`src/rtl/dtes_pkg.sv`:
```
// Shared types, constants and calendar tables for the date-to-epoch converter.
// No dependencies; imported by every module of the block but the checker.
package dtes_pkg;

  localparam logic [13:0]        EpochYear       = 14'd1970;
  localparam logic [23:0]        EpochDayShift   = 24'd719468;
  localparam logic [16:0]        SecPerDay       = 17'd86400;
  localparam logic signed [16:0] ZoneOffsetReset = 17'sd28800;
  localparam logic [12:0]        Recip100        = 13'd5243;

  // Classified item handed from the front to the back through the queue
  typedef struct packed {
    logic        ok;
    logic [13:0] year_adj;
    logic [8:0]  doy;
    logic [4:0]  hour;
    logic [5:0]  minute;
    logic [5:0]  second;
  } dtes_item_t;

  // Floor of v / 100 by reciprocal multiply; exact for every 14-bit v
  function automatic logic [7:0] div100(input logic [13:0] v);
    logic [26:0] p;
    p = {13'd0, v} * {14'd0, Recip100};
    return p[26:19];
  endfunction

  // Length of a month in a common year; zero for codes that are no month
  function automatic logic [4:0] month_len(input logic [6:0] m);
    logic [4:0] len;
    case (m)
      7'd1, 7'd3, 7'd5, 7'd7, 7'd8, 7'd10, 7'd12: len = 5'd31;
      7'd4, 7'd6, 7'd9, 7'd11:                    len = 5'd30;
      7'd2:                                       len = 5'd28;
      default:                                    len = 5'd0;
    endcase
    return len;
  endfunction

  // Days from 1 March to the first of the month, years starting in March
  function automatic logic [8:0] march_offset(input logic [6:0] m);
    logic [8:0] off;
    case (m)
      7'd3:    off = 9'd0;
      7'd4:    off = 9'd31;
      7'd5:    off = 9'd61;
      7'd6:    off = 9'd92;
      7'd7:    off = 9'd122;
      7'd8:    off = 9'd153;
      7'd9:    off = 9'd184;
      7'd10:   off = 9'd214;
      7'd11:   off = 9'd245;
      7'd12:   off = 9'd275;
      7'd1:    off = 9'd306;
      7'd2:    off = 9'd337;
      default: off = 9'd0;
    endcase
    return off;
  endfunction

endpackage

```
`src/rtl/dtes_front.sv`:
```
// Front end: range checks on the raw date and time fields, leap-year rule,
// and reduction of the date to a March-based year and day of year. Uses dtes_pkg.
module dtes_front (
  input  logic [13:0]         year_i,
  input  logic [6:0]          month_i,
  input  logic [6:0]          day_i,
  input  logic [6:0]          hour_i,
  input  logic [6:0]          minute_i,
  input  logic [6:0]          second_i,
  output dtes_pkg::dtes_item_t item_o
);
  import dtes_pkg::*;

  logic [7:0]  cent;
  logic [14:0] cent_x100;
  logic        cent_year;
  logic        leap;
  logic [4:0]  mlen;
  logic        date_ok;
  logic        time_ok;
  logic        feb;

  assign feb       = (month_i == 7'd2);
  assign cent      = div100(year_i);
  assign cent_x100 = {7'd0, cent} * 15'd100;
  assign cent_year = ({1'b0, year_i} == cent_x100);
  // divisible by 4, and not by 100 unless also by 400
  assign leap      = (year_i[1:0] == 2'b00) && (!cent_year || (cent[1:0] == 2'b00));
  assign mlen      = month_len(month_i) + {4'd0, feb && leap};

  assign date_ok = (year_i >= EpochYear) && (month_i >= 7'd1) && (month_i <= 7'd12) &&
                   (day_i != 7'd0) && (day_i <= {2'b00, mlen});
  assign time_ok = (hour_i <= 7'd23) && (minute_i <= 7'd59) && (second_i <= 7'd59);

  always_comb begin
    item_o.ok       = date_ok && time_ok;
    // January and February count with the year before
    item_o.year_adj = year_i - {13'd0, month_i <= 7'd2};
    item_o.doy      = march_offset(month_i) + {4'd0, day_i[4:0]} - 9'd1;
    item_o.hour     = hour_i[4:0];
    item_o.minute   = minute_i[5:0];
    item_o.second   = second_i[5:0];
  end

endmodule

```
`src/rtl/dtes_fifo.sv`:
```
// Short queue of classified items between the front and the back end.
// Uses dtes_pkg for the item type.
module dtes_fifo #(
  parameter int unsigned Depth = 4
) (
  input  logic                 clk_i,
  input  logic                 rst_ni,
  input  logic                 push_valid_i,
  output logic                 push_ready_o,
  input  dtes_pkg::dtes_item_t push_item_i,
  output logic                 pop_valid_o,
  input  logic                 pop_ready_i,
  output dtes_pkg::dtes_item_t pop_item_o
);
  import dtes_pkg::*;

  localparam int unsigned PtrW = (Depth > 1) ? $clog2(Depth) : 1;
  localparam int unsigned CntW = $clog2(Depth + 1);

  dtes_item_t      mem_q [Depth];
  logic [PtrW-1:0] wr_ptr_q, wr_ptr_d;
  logic [PtrW-1:0] rd_ptr_q, rd_ptr_d;
  logic [CntW-1:0] cnt_q, cnt_d;
  logic            push;
  logic            pop;

  assign push_ready_o = (cnt_q != CntW'(Depth));
  assign pop_valid_o  = (cnt_q != '0);
  assign push         = push_valid_i && push_ready_o;
  assign pop          = pop_valid_o && pop_ready_i;
  assign pop_item_o   = mem_q[rd_ptr_q];

  always_comb begin
    wr_ptr_d = wr_ptr_q;
    rd_ptr_d = rd_ptr_q;
    cnt_d    = cnt_q;
    if (push) begin
      wr_ptr_d = (wr_ptr_q == PtrW'(Depth - 1)) ? '0 : wr_ptr_q + PtrW'(1);
    end
    if (pop) begin
      rd_ptr_d = (rd_ptr_q == PtrW'(Depth - 1)) ? '0 : rd_ptr_q + PtrW'(1);
    end
    if (push && !pop) begin
      cnt_d = cnt_q + CntW'(1);
    end else if (pop && !push) begin
      cnt_d = cnt_q - CntW'(1);
    end
  end

  always_ff @(posedge clk_i or negedge rst_ni) begin
    if (!rst_ni) begin
      wr_ptr_q <= '0;
      rd_ptr_q <= '0;
      cnt_q    <= '0;
    end else begin
      wr_ptr_q <= wr_ptr_d;
      rd_ptr_q <= rd_ptr_d;
      cnt_q    <= cnt_d;
    end
  end

  always_ff @(posedge clk_i) begin
    if (push) begin
      mem_q[wr_ptr_q] <= push_item_i;
    end
  end

endmodule

```
`src/rtl/dtes_back.sv`:
```
// Back end: day count, scaling to seconds, zone offset and result register,
// as a four-stage pipeline that stalls as one. Uses dtes_pkg.
module dtes_back (
  input  logic                 clk_i,
  input  logic                 rst_ni,
  input  logic signed [16:0]   zone_offset_i,
  input  logic                 item_valid_i,
  output logic                 item_ready_o,
  input  dtes_pkg::dtes_item_t item_i,
  output logic                 out_valid_o,
  input  logic                 out_ready_i,
  output logic                 valid_res_o,
  output logic [37:0]          epoch_seconds_o
);
  import dtes_pkg::*;

  logic adv;

  // stage 1: year terms and time of day
  logic        v1_q;
  logic        ok1_q;
  logic [22:0] y365_q, y365_d;
  logic [11:0] yq4_q;
  logic [7:0]  cent_q;
  logic [8:0]  doy1_q;
  logic [16:0] tod1_q, tod1_d;

  // stage 2: day count since the epoch
  logic        v2_q;
  logic        ok2_q;
  logic [23:0] days_sum;
  logic [22:0] days_q;
  logic [16:0] tod2_q;

  // stage 3: days scaled to seconds, time of day less zone offset
  logic        v3_q;
  logic        ok3_q;
  logic [39:0] prod_q, prod_d;
  logic [18:0] tzt_q, tzt_d;

  // result register
  logic        out_vld_q;
  logic        res_ok_q, res_ok_d;
  logic [37:0] res_sec_q, res_sec_d;
  logic [41:0] secs;

  // advance every stage unless a result is held back
  assign adv          = !out_vld_q || out_ready_i;
  assign item_ready_o = adv;

  assign y365_d = {9'd0, item_i.year_adj} * 23'd365;
  assign tod1_d = {12'd0, item_i.hour} * 17'd3600 + {11'd0, item_i.minute} * 17'd60 +
                  {11'd0, item_i.second};

  assign days_sum = {1'b0, y365_q} + {12'd0, yq4_q} + {18'd0, cent_q[7:2]} +
                    {15'd0, doy1_q} - {16'd0, cent_q} - EpochDayShift;

  assign prod_d = {17'd0, days_q} * {23'd0, SecPerDay};
  assign tzt_d  = {2'b00, tod2_q} - {{2{zone_offset_i[16]}}, zone_offset_i};

  assign secs = {2'b00, prod_q} + {{23{tzt_q[18]}}, tzt_q};

  always_comb begin
    // keep only results above zero that fit the output width
    res_ok_d  = ok3_q && (secs[41:38] == 4'd0) && (secs != '0);
    res_sec_d = res_ok_d ? secs[37:0] : '0;
  end

  always_ff @(posedge clk_i or negedge rst_ni) begin
    if (!rst_ni) begin
      v1_q      <= 1'b0;
      v2_q      <= 1'b0;
      v3_q      <= 1'b0;
      out_vld_q <= 1'b0;
    end else if (adv) begin
      v1_q      <= item_valid_i;
      v2_q      <= v1_q;
      v3_q      <= v2_q;
      out_vld_q <= v3_q;
    end
  end

  always_ff @(posedge clk_i) begin
    if (adv) begin
      ok1_q     <= item_i.ok;
      y365_q    <= y365_d;
      yq4_q     <= item_i.year_adj[13:2];
      cent_q    <= div100(item_i.year_adj);
      doy1_q    <= item_i.doy;
      tod1_q    <= tod1_d;
      ok2_q     <= ok1_q;
      days_q    <= days_sum[22:0];
      tod2_q    <= tod1_q;
      ok3_q     <= ok2_q;
      prod_q    <= prod_d;
      tzt_q     <= tzt_d;
      res_ok_q  <= res_ok_d;
      res_sec_q <= res_sec_d;
    end
  end

  assign out_valid_o     = out_vld_q;
  assign valid_res_o     = res_ok_q;
  assign epoch_seconds_o = res_sec_q;

endmodule

```
`src/rtl/civil_datetime_to_epoch_seconds_core.sv`:
```
// Calendar date and time to Unix epoch seconds. A taken input beat passes the
// queue read, the three back-end stages and the result register before its result
// is shown. Throughput: one beat per cycle while the output is not stalled.
// Reset clears the queue and pipeline valid state; the zone offset returns to 28800 s.
// Depends on dtes_pkg, dtes_front, dtes_fifo and dtes_back.
module civil_datetime_to_epoch_seconds_core #(
  parameter int unsigned FifoDepth = 4
) (
  input  logic               clk_i,
  input  logic               rst_ni,
  input  logic               cfg_we_i,
  input  logic signed [16:0] cfg_wdata_i,
  input  logic               in_valid_i,
  output logic               in_ready_o,
  input  logic [13:0]        year_i,
  input  logic [6:0]         month_i,
  input  logic [6:0]         day_i,
  input  logic [6:0]         hour_i,
  input  logic [6:0]         minute_i,
  input  logic [6:0]         second_i,
  output logic               out_valid_o,
  input  logic               out_ready_i,
  output logic               valid_res_o,
  output logic [37:0]        epoch_seconds_o
);
  import dtes_pkg::*;

  logic signed [16:0] zone_off_q;
  dtes_item_t         front_item;
  dtes_item_t         queue_item;
  logic               queue_valid;
  logic               queue_ready;

  always_ff @(posedge clk_i or negedge rst_ni) begin
    if (!rst_ni) begin
      zone_off_q <= ZoneOffsetReset;
    end else if (cfg_we_i) begin
      zone_off_q <= cfg_wdata_i;
    end
  end

  dtes_front u_front (
    .year_i   (year_i),
    .month_i  (month_i),
    .day_i    (day_i),
    .hour_i   (hour_i),
    .minute_i (minute_i),
    .second_i (second_i),
    .item_o   (front_item)
  );

  dtes_fifo #(
    .Depth (FifoDepth)
  ) u_fifo (
    .clk_i        (clk_i),
    .rst_ni       (rst_ni),
    .push_valid_i (in_valid_i),
    .push_ready_o (in_ready_o),
    .push_item_i  (front_item),
    .pop_valid_o  (queue_valid),
    .pop_ready_i  (queue_ready),
    .pop_item_o   (queue_item)
  );

  dtes_back u_back (
    .clk_i           (clk_i),
    .rst_ni          (rst_ni),
    .zone_offset_i   (zone_off_q),
    .item_valid_i    (queue_valid),
    .item_ready_o    (queue_ready),
    .item_i          (queue_item),
    .out_valid_o     (out_valid_o),
    .out_ready_i     (out_ready_i),
    .valid_res_o     (valid_res_o),
    .epoch_seconds_o (epoch_seconds_o)
  );

endmodule

```
`config.mk`:
```
export PLATFORM = sky130hd
export DESIGN_NAME = civil_datetime_to_epoch_seconds_core
export DESIGN_NICKNAME = d
export VERILOG_FILES = /design/src/rtl/dtes_pkg.sv /design/src/rtl/dtes_front.sv /design/src/rtl/dtes_fifo.sv /design/src/rtl/dtes_back.sv /design/src/rtl/civil_datetime_to_epoch_seconds_core.sv
export SDC_FILE = /design/constraint.sdc
export NUM_CORES = 1
export LEC_CHECK = 0
export ABC_AREA = 1
export BUFFER_PORTS_ARGS = -buffer_cell sky130_fd_sc_hd__buf_2
export CORE_MARGIN = 5
export CORE_UTILIZATION = 30
export DETAILED_ROUTE_END_ITERATION = 10
export PLACE_DENSITY = 0.55
export SETUP_SLACK_MARGIN = 0.4
export SLEW_MARGIN = 20
export SYNTH_ARGS = -nofsm -noshare
export SYNTH_HDL_FRONTEND = slang
export SYNTH_SLANG_ARGS = --single-unit
```
`constraint.sdc`:
```
create_clock -name clk_i -period 7.6 [get_ports clk_i]
set_input_delay 0.38 -clock clk_i [delete_from_list [all_inputs] [get_ports clk_i]]
set_output_delay 0.38 -clock clk_i [all_outputs]
set_load 0.03 [all_outputs]
```
==> metrics.md, run 1 <==
| Metric | Value |
|---|---|
| Status | finished with violations |
| Failing checks | setup timing |
| Total gr overflow | 0 |
| Worst-Margin Slew | 1.04 ns |
| Post-synth top area share | 30.7% |
| Port Buffers | 111 |
| Post-route ant nets | 0 |
| Critical-path top delay cell | fa_2 |
| Worst Path Arrival | 8.16 ns |
| CTS clock-pin slew for the worst setup and hold paths | 0.06 ns |
| Clock Sinks | 395 |
| H-tree lvl count | 2 |
| Clock Skew | 0.0297 ns |
| CTS root buf | clkbuf_16 |
| Mapped Cells | 3816 |
| # rows | 126 |
| RSZ-0062 raised after global routing | yes |
| R2r worst-path depth | 23 |
| Sequential area share after synthesis | 32.7% |
| Met3 wire length | 2660 um |
| Setup tns final | -0.825 ns |
| Startpoint Class | input port |
| Asr flop ratio synth | 7.09% |
| Die height | 356 um |
| Most numerous cell in the Yosys netlist | inv_1 |
| Synthesis Warnings | 0 |
| Initial DRC Count | 1066 |
| Vias/cell | 4.44 |
| Max Cap Violations | 0 |
| Net Count, Synth | 4714 |
| First-pass GRT wire length | 132000 um |
| CP peak stage delay | 0.55 ns |
| DR top layer | met4 |
| Die X | 356 um |
| Ports | 112 |
| Cell area after synthesis | 35900 sq um |
| Hold Crit Depth | 3 |
| Fmax achieved | 128 MHz |
| DR WL/cell | 14.1 um |
| Synth Flop Type | edfxtp_1 |
| Ranking of synthesized cells by area | edfxtp_1, ha_1, fa_1 |
| Fin. Hold Viols | 0 |
| Critical path peak fanout | 5 |
| Final Util | 35.2% |
| DR DRC count | 0 |
| Area grow syn2layout | 16.1% |
| #FFs+latches synth | 395 |
| Layout cells sized above 1 | 10.1% |
| HP Class | input port to flip-flop |
| TritonCTS buffer count | 44 |
| Clock Latency Late Sink | 0.60 ns |
| Min Tclk post-route | 7.81 ns |
| Initial Util | 30.3% |
| Multi-input gate area | 21300 sq um |
| Vias in the first global route | 26200 |
| Relative slew slack | 30.6% |
| DR pass1 iterations | 6 |
| Largest net degree at the start of global routing | 150 |
| Pins Over Slew Limit | 0 |
| Post-Syn Area per Cell | 9.40 sq um |
| Setup WS post-layout | -0.207 ns |
| Post-DP HPWL | 65800 um |
| Final wirelength | 80800 um |
| Initial antenna violation count | 1 |
| Die area | 127000 sq um |
| DR WL met2 | 40000 um |
| Gpl congestion | 0.879 |
| Pre-CTS WS | -1.21 ns |
| Reg2Reg Setup Slack | 1.69 ns |
| CTS tree | built |
| CP most frequent cell | ha_4 |
| Core Region | 118000 sq um |
| Required @ worst endpoint | 7.95 ns |
| Fillcell total | 12000 |
| Yosys cell types | 49 |
| Crit Path Class | input port to flip-flop |
| Via count | 25400 |
| GRT Total Usage | 12.8% |
| Final period utilization | 103% |
| Worst-case clock buffer depth | 3 |
| Register area | 11700 sq um |
| Setup violators final | 4 |
| Critical path endpoint category | flip-flop |
| Wl on met1 | 35800 um |
| Most frequent cells after synthesis | inv_1, nand2_1, ha_1, edfxtp_1, fa_1 |
| Final #Nets | 4991 |
| Post-synth EDFFs | 367 |
| Cell taking the most area after synthesis | edfxtp_1 |
-- kinds of logic (layout without fill, tap and decap cells) --
| logic type | Yosys count | after routing | share of synthesized area [%] |
|---|---|---|---|
| fa+ha+maj | 827 | 827 | 34.4 |
| simple gates | 1053 | 1053 | 12.0 |
| mux | 1 | 1 | 0.0314 |
| buf+inv | 910 | 1220 | 9.57 |
| compound gates | 469 | 469 | 7.33 |
| other cells | 0 | 2 | 0 |
| flops | 395 | 395 | 32.7 |
| xor+xnor | 161 | 161 | 3.93 |
-- stage by stage --
| stage | area, sq um | cells | hold WS (ns) |
|---|---|---|---|
| after floorplan | 36000 | 3816 | 0.0844 |
| after global placement | 39400 | 5610 | 0.402 |
| after detailed placement | 39400 | 5610 | 0.405 |
| after CTS | 41500 | 5724 | 0.000211 |
| after global routing | 41700 | 5726 | 0.0140 |
| final | 41700 | 5728 | 0.0388 |
-- worst paths after layout --
check / startpoint / end
worst max-delay path: year_i[10] / u_fifo.mem_q[1][40]$_DFFE_PP_
worst min-delay path: cfg_wdata_i[8] / zone_off_q[8]$_DFFE_PN0P_
worst max register to register: u_fifo.rd_ptr_q[1]$_DFFE_PN0P_ / u_back.cent_q[4]$_DFFE_PN_
worst min register to register: u_back.ok2_q$_DFFE_PN_ / u_back.ok3_q$_DFFE_PN_
max in group asynchronous: rst_ni / u_fifo.rd_ptr_q[0]$_DFFE_PN0P_
min in group asynchronous: rst_ni / u_fifo.wr_ptr_q[0]$_DFFE_PN0P_
-- critical path, delay by kind of cell --
family          cells  cell delay [ns]
xor+xnor            3             0.47
fa+ha+maj          14             4.74
buf+inv             7             0.48
compound gates      6             0.80
simple gates       13             1.28
-- cell type report --
class | instances | share of cell area (%)
Multi-Input combinational cell | 2511 | 51.1
Sequential cell | 395 | 28.2
Inverter | 875 | 7.94
Tap cell | 1600 | 4.81
Timing Repair Buffer | 266 | 4.43
Clock buffer | 49 | 2.69
Clock inverter | 30 | 0.916
Antenna cell | 2 | 0.0120
-- repair_timing --
item | CTS | global route
endpoints found under the hold margin | 89 | 0
buffers inserted | 11 | 2
pin swaps | 73 | 35
resized for setup | 65 | 23
hold buffers | 24 | 0
endpoints found under the setup margin | 4 | 4
-- cells in the final DEF (no fill, tap or decap), drive strengths merged, types with 20 or more instances in the layout --
| cell | count |
|---|---|
| fa | 267 |
| inv | 873 |
| nand3 | 107 |
| o21ai | 144 |
| a21oi | 218 |
| ha | 560 |
| nor2 | 230 |
| buf | 242 |
| nand4 | 36 |
| xor2 | 111 |
| dfrtp | 24 |
| dlygate4sd3 | 24 |
| edfxtp | 367 |
| nand2 | 630 |
| xnor2 | 50 |
| clkbuf | 49 |
| a32oi | 20 |
-- layer usage --
layer / up-vias / GRT usage [%]
met5: - / 0
met4: 0 / 3.77
met3: 133 / 1.57
met2: 395 / 23.3
met1: 12000 / 16.0
li1: 12900 / -
-- flip-flops by register name (all words and copies together), names as in the netlist, 9 cells and up --
register	cells
u_back.tzt_q	19
u_back.tod1_q	17
u_back.doy1_q	9
u_back.epoch_seconds_o	38
u_fifo.mem_q	164
zone_off_q	17
u_back.yq4_q	12
u_back.prod_q	33
u_back.days_q	23
u_back.tod2_q	17
u_back.y365_q	23
Power of run 1 is not shown: default switching activity piles up to over one toggle a cycle in this logic, so the estimate is an artifact.
==> run 2: changes to the inputs <==
- CTS_BUF_LIST: unset -> sky130_fd_sc_hd__clkbuf_16
- RECOVER_POWER: unset -> 50
==> metrics.md, run 2 (synthesized netlist as in run 1, its figures left out) <==
| Metric | Value |
|---|---|
| Port Buffers | 111 |
| Clock Latency Late Sink | 0.59 ns |
| Commonest non-fill, non-tap cells in the layout | inv_1, nand2_1, ha_1 |
| Initial antenna violation count | 1 |
| Startpoint Class | input port |
| CP most frequent cell | ha_4 |
| Core Region | 118000 sq um |
| CTS clock-pin slew for the worst setup and hold paths | 0.06 ns |
| Vias in the first global route | 26200 |
| First-pass GRT wire length | 132000 um |
| Worst-Margin Slew | 5.49 ns |
| Setup tns final | -0.783 ns |
| Initial Util | 30.3% |
| TritonCTS buffer count | 44 |
| Failing checks | capacitance limit, slew limit, setup timing |
| Clock Skew | 0.0284 ns |
| H-tree lvl count | 2 |
| DR WL/cell | 14.1 um |
| Required @ worst endpoint | 7.95 ns |
| CTS tree | built |
| Final period utilization | 103% |
| Min Tclk post-route | 7.80 ns |
| DR DRC count | 0 |
| Commonest non-fill, non-tap cell in the layout | inv_1 |
| Inst Count DP | 5610 |
| GRT Total Usage | 12.8% |
| Fin. Hold Viols | 0 |
| Crit Path Class | input port to flip-flop |
| Largest net degree at the start of global routing | 150 |
| Max reg flops | 164 |
| CTS root buf | clkbuf_16 |
| CP peak stage delay | 0.55 ns |
| RSZ-0062 raised after global routing | yes |
| Worst-case clock buffer depth | 3 |
| Final wirelength | 80900 um |
| Area grow syn2layout | 15.7% |
| Setup WS post-layout | -0.196 ns |
| Via count | 25400 |
| Die height | 356 um |
| Initial DRC Count | 1104 |
| # rows | 126 |
| Worst Path Arrival | 8.15 ns |
| Die area | 127000 sq um |
| Vias/cell | 4.44 |
| Post-route ant nets | 0 |
| Post-DP HPWL | 65800 um |
| Ports | 112 |
| Pins Over Slew Limit | 305 |
| DR pass1 iterations | 7 |
| Clock Sinks | 395 |
| Critical path peak fanout | 5 |
| Largest reg by FF count | u_fifo.mem_q |
| Critical-path top delay cell | fa_2 |
| Die X | 356 um |
| Final #Nets | 4991 |
| Max Cap Violations | 5 |
| HP Class | input port to flip-flop |
| Gpl congestion | 0.879 |
| Total gr overflow | 0 |
| Fmax achieved | 128 MHz |
| Setup violators final | 4 |
| Status | finished with violations |
| Fin cells | 5727 |
| Critical path endpoint category | flip-flop |
| Layout cells sized above 1 | 8.17% |
| Relative slew slack | -266% |
-- run 2: changes by cell type in the layout (fill, tap and decap cells not counted) --
cell and delta:
clkbuf_1 +73, buf_2 -59, buf_4 -19, inv_1 +8
inv_2 -2, diode_2 -1, inv_8 -1
-- run 2: through the flow --
step                      worst slack [ns]  instance area [sq um]  hold slack [ns]  util, %
after floorplan                     -0.325                  36000           0.0844        -
after global placement               -1.08                  39400            0.402     33.2
after detailed placement             -1.21                  39400            0.405     33.2
after CTS                          -0.0766                  41500         0.000211     35.1
after global routing                -0.528                  41500           0.0140     35.1
final                               -0.196                  41500           0.0386     35.1
-- run 2: cell type report --
cell class	count	area (sq um)
inverters	875	3300
flip-flops and latches	395	11700
multi-input cells	2511	21300
diodes	1	2.50
fillers	12100	76900
clock inverters	35	400
clock buffers	44	1100
well taps	1600	2000
repair buffers	266	1700
-- run 2: critical path, delay by kind of cell --
kind	cells	cell delay, ns
and+or+nand+nor	13	1.28
adders and majority gates	14	4.73
buffers and inverters	7	0.48
AOI/OAI and AO/OA	6	0.79
xor gates and xnor gates	3	0.47
-- run 2: layer usage --
layer	share of wire (%)	global-route usage, %	vias up
li1	-	-	12900
met2	49	23.3	374
met4	2.9	3.77	0
met3	3.0	1.57	131
met5	0	0	-
met1	45	16.0	12000
-- run 2: path summary, 6_finish.rpt --
check / start / end / slack [ns] / depth (start not counted)
setup / recovery: year_i[10] / u_fifo.mem_q[1][40]$_DFFE_PP_ / -0.20 / 43
hold / removal: cfg_wdata_i[8] / zone_off_q[8]$_DFFE_PN0P_ / 0.04 / 3
setup reg to reg: u_fifo.rd_ptr_q[1]$_DFFE_PN0P_ / u_back.y365_q[18]$_DFFE_PN_ / 0.33 / 23
hold reg to reg: u_back.tod1_q[11]$_DFFE_PN_ / u_back.tod2_q[11]$_DFFE_PN_ / 0.42 / 0
max in group asynchronous: rst_ni / u_fifo.rd_ptr_q[0]$_DFFE_PN0P_ / 5.80 / 2
min in group asynchronous: rst_ni / u_fifo.wr_ptr_q[0]$_DFFE_PN0P_ / 0.74 / 2
-- run 2: timing repair --
item	CTS	global route
hold endpoints to repair	89	0
gates resized for setup	65	23
hold buffers	24	0
setup endpoints to repair	4	4
setup buffers	11	2
pin swaps	73	35
Power of run 2 is left out for the same reason.
==> run 3: changes to the inputs <==
- CORE_ASPECT_RATIO: unset -> 1.5
- GPL_TIMING_DRIVEN: unset -> 1
==> metrics.md, run 3 (synthesized netlist as in run 1, its figures left out) <==
| Metric | Value |
|---|---|
| Status | finished with violations |
| Failing checks | capacitance limit, slew limit, setup timing |
| Critical path peak fanout | 6 |
| Met2 Resource Use GR | 27.4% |
| Setup tns final | -0.959 ns |
| # rows | 155 |
| Die X | 292 um |
| Inst Count DP | 5594 |
| Crit Path Class | input port to flip-flop |
| Die area | 127000 sq um |
| Via count | 25700 |
| DR WL/cell | 14.7 um |
| Area grow syn2layout | 15.8% |
| M1 GR Usage | 13.8% |
| Pins Over Slew Limit | 283 |
| Final #Nets | 4996 |
| Initial DRC Count | 950 |
| Post-route ant nets | 0 |
| Critical path endpoint category | flip-flop |
| Worst Path Arrival | 8.19 ns |
| Setup WS post-layout | -0.243 ns |
| Relative slew slack | -257% |
| RSZ-0062 raised after global routing | yes |
| Hold slack | 0.0326 ns |
| CTS tree | built |
| Max reg flops | 164 |
| Vias/cell | 4.50 |
| Clock Latency Late Sink | 0.60 ns |
| Core Region | 119000 sq um |
| Max Cap Violations | 5 |
| Largest net degree at the start of global routing | 128 |
| CP most frequent cell | ha_4 |
| Final wirelength | 84000 um |
| Initial Util | 30.2% |
| Startpoint Class | input port |
| GRT Total Usage | 13.3% |
| Gpl congestion | 0.894 |
| CTS clock-pin slew for the worst setup and hold paths | 0.06 ns |
| Ant diodes | 0 |
| Fin. Hold Viols | 0 |
| Worst-Margin Slew | 5.36 ns |
| Setup violators final | 4 |
| HP Class | input port to flip-flop |
| Final period utilization | 103% |
| Die height | 433 um |
| Post-DP HPWL | 69400 um |
| Min Tclk post-route | 7.84 ns |
| DR DRC count | 0 |
| DR pass1 iterations | 5 |
| Commonest non-fill, non-tap cell in the layout | inv_1 |
| Routing usage on met3 | 1.19% |
| Vias in the first global route | 27300 |
| Commonest non-fill, non-tap cells in the layout | inv_1, nand2_1, ha_1 |
| Worst-case clock buffer depth | 3 |
| Clock Skew | 0.0420 ns |
| H-tree lvl count | 2 |
| CP peak stage delay | 0.51 ns |
| TritonCTS buffer count | 44 |
| Initial antenna violation count | 1 |
| Critical-path top delay cell | fa_1 |
| GRT busiest layer | met2 |
| CTS root buf | clkbuf_16 |
| Fmax achieved | 128 MHz |
| First-pass GRT wire length | 137000 um |
| Required @ worst endpoint | 7.95 ns |
| Clock Sinks | 395 |
| Fin cells | 5702 |
| Ports | 112 |
| Total gr overflow | 0 |
| Port Buffers | 111 |
| Layout cells sized above 1 | 8.54% |
| Largest reg by FF count | u_fifo.mem_q |
[run 3: cell types whose count changed in the layout (fill, tap and decap cells not counted), sizes merged]
cell,previous run,this run
clkinv,17,19
diode,1,0
buf,164,176
clkbuf,122,118
bufinv,7,6
dlygate4sd3,24,21
[run 3: what timing repair did]
action,in CTS,in global routing
setup endpoints to repair,4,4
buffers inserted,7,0
pin swaps,52,9
resized for setup,69,24
cloned,0,0
hold endpoints to repair,80,0
hold buffers,21,0
[run 3: final cells by class]
class | instances | area [sq um]
Timing Repair Buffer | 271 | 1760
Tap cell | 1570 | 1960
Fill cell | 12200 | 77300
Sequential cell | 395 | 11700
Inverter | 875 | 3300
Clock buffer | 44 | 1100
Clock inverter | 36 | 398
Multi-Input combinational cell | 2511 | 21300
[run 3: worst max-delay path: cells and delay by family]
| family | cells | cell delay [ns] |
|---|---|---|
| AOI/OAI and AO/OA | 8 | 1.04 |
| xor gates and xnor gates | 3 | 0.43 |
| adders and majority gates | 14 | 4.73 |
| buffers and inverters | 9 | 0.58 |
| and+or+nand+nor | 10 | 1.00 |
[run 3: stage by stage]
step | utilization, % | instance area [sq um] | worst slack (ns)
after global placement | 33.2 | 39400 | -1.10
after CTS | 34.9 | 41500 | -0.138
after detailed placement | 33.2 | 39400 | -1.21
after floorplan | - | 36000 | -0.325
after global routing | 34.9 | 41500 | -0.691
final | 34.9 | 41500 | -0.243
[run 3: worst paths after layout]
check                                          startpoint                       endpoint  slack, ns  cells after the start
setup / recovery                               year_i[10]  u_fifo.mem_q[2][40]$_DFFE_PP_      -0.24                     44
hold / removal                            cfg_wdata_i[12]     zone_off_q[12]$_DFFE_PN1P_       0.03                      3
setup reg to reg           u_back.out_valid_o$_DFFE_PN0N_    u_back.prod_q[38]$_DFFE_PN_       0.53                      4
hold reg to reg               u_back.tod1_q[12]$_DFFE_PN_    u_back.tod2_q[12]$_DFFE_PN_       0.42                      0
max in group asynchronous                          rst_ni     zone_off_q[16]$_DFFE_PN0P_       5.83                      2
min in group asynchronous                          rst_ni    u_fifo.cnt_q[2]$_DFFE_PN0P_       0.78                      2
[run 3: per-layer routing]
| metal | up-vias | share of wire (%) |
|---|---|---|
| met4 | 2 | 3.9 |
| met3 | 155 | 2.2 |
| met5 | - | 0.015 |
| met2 | 324 | 57 |
| met1 | 12300 | 37 |
| li1 | 12900 | - |
Power of run 3 is left out for the same reason.
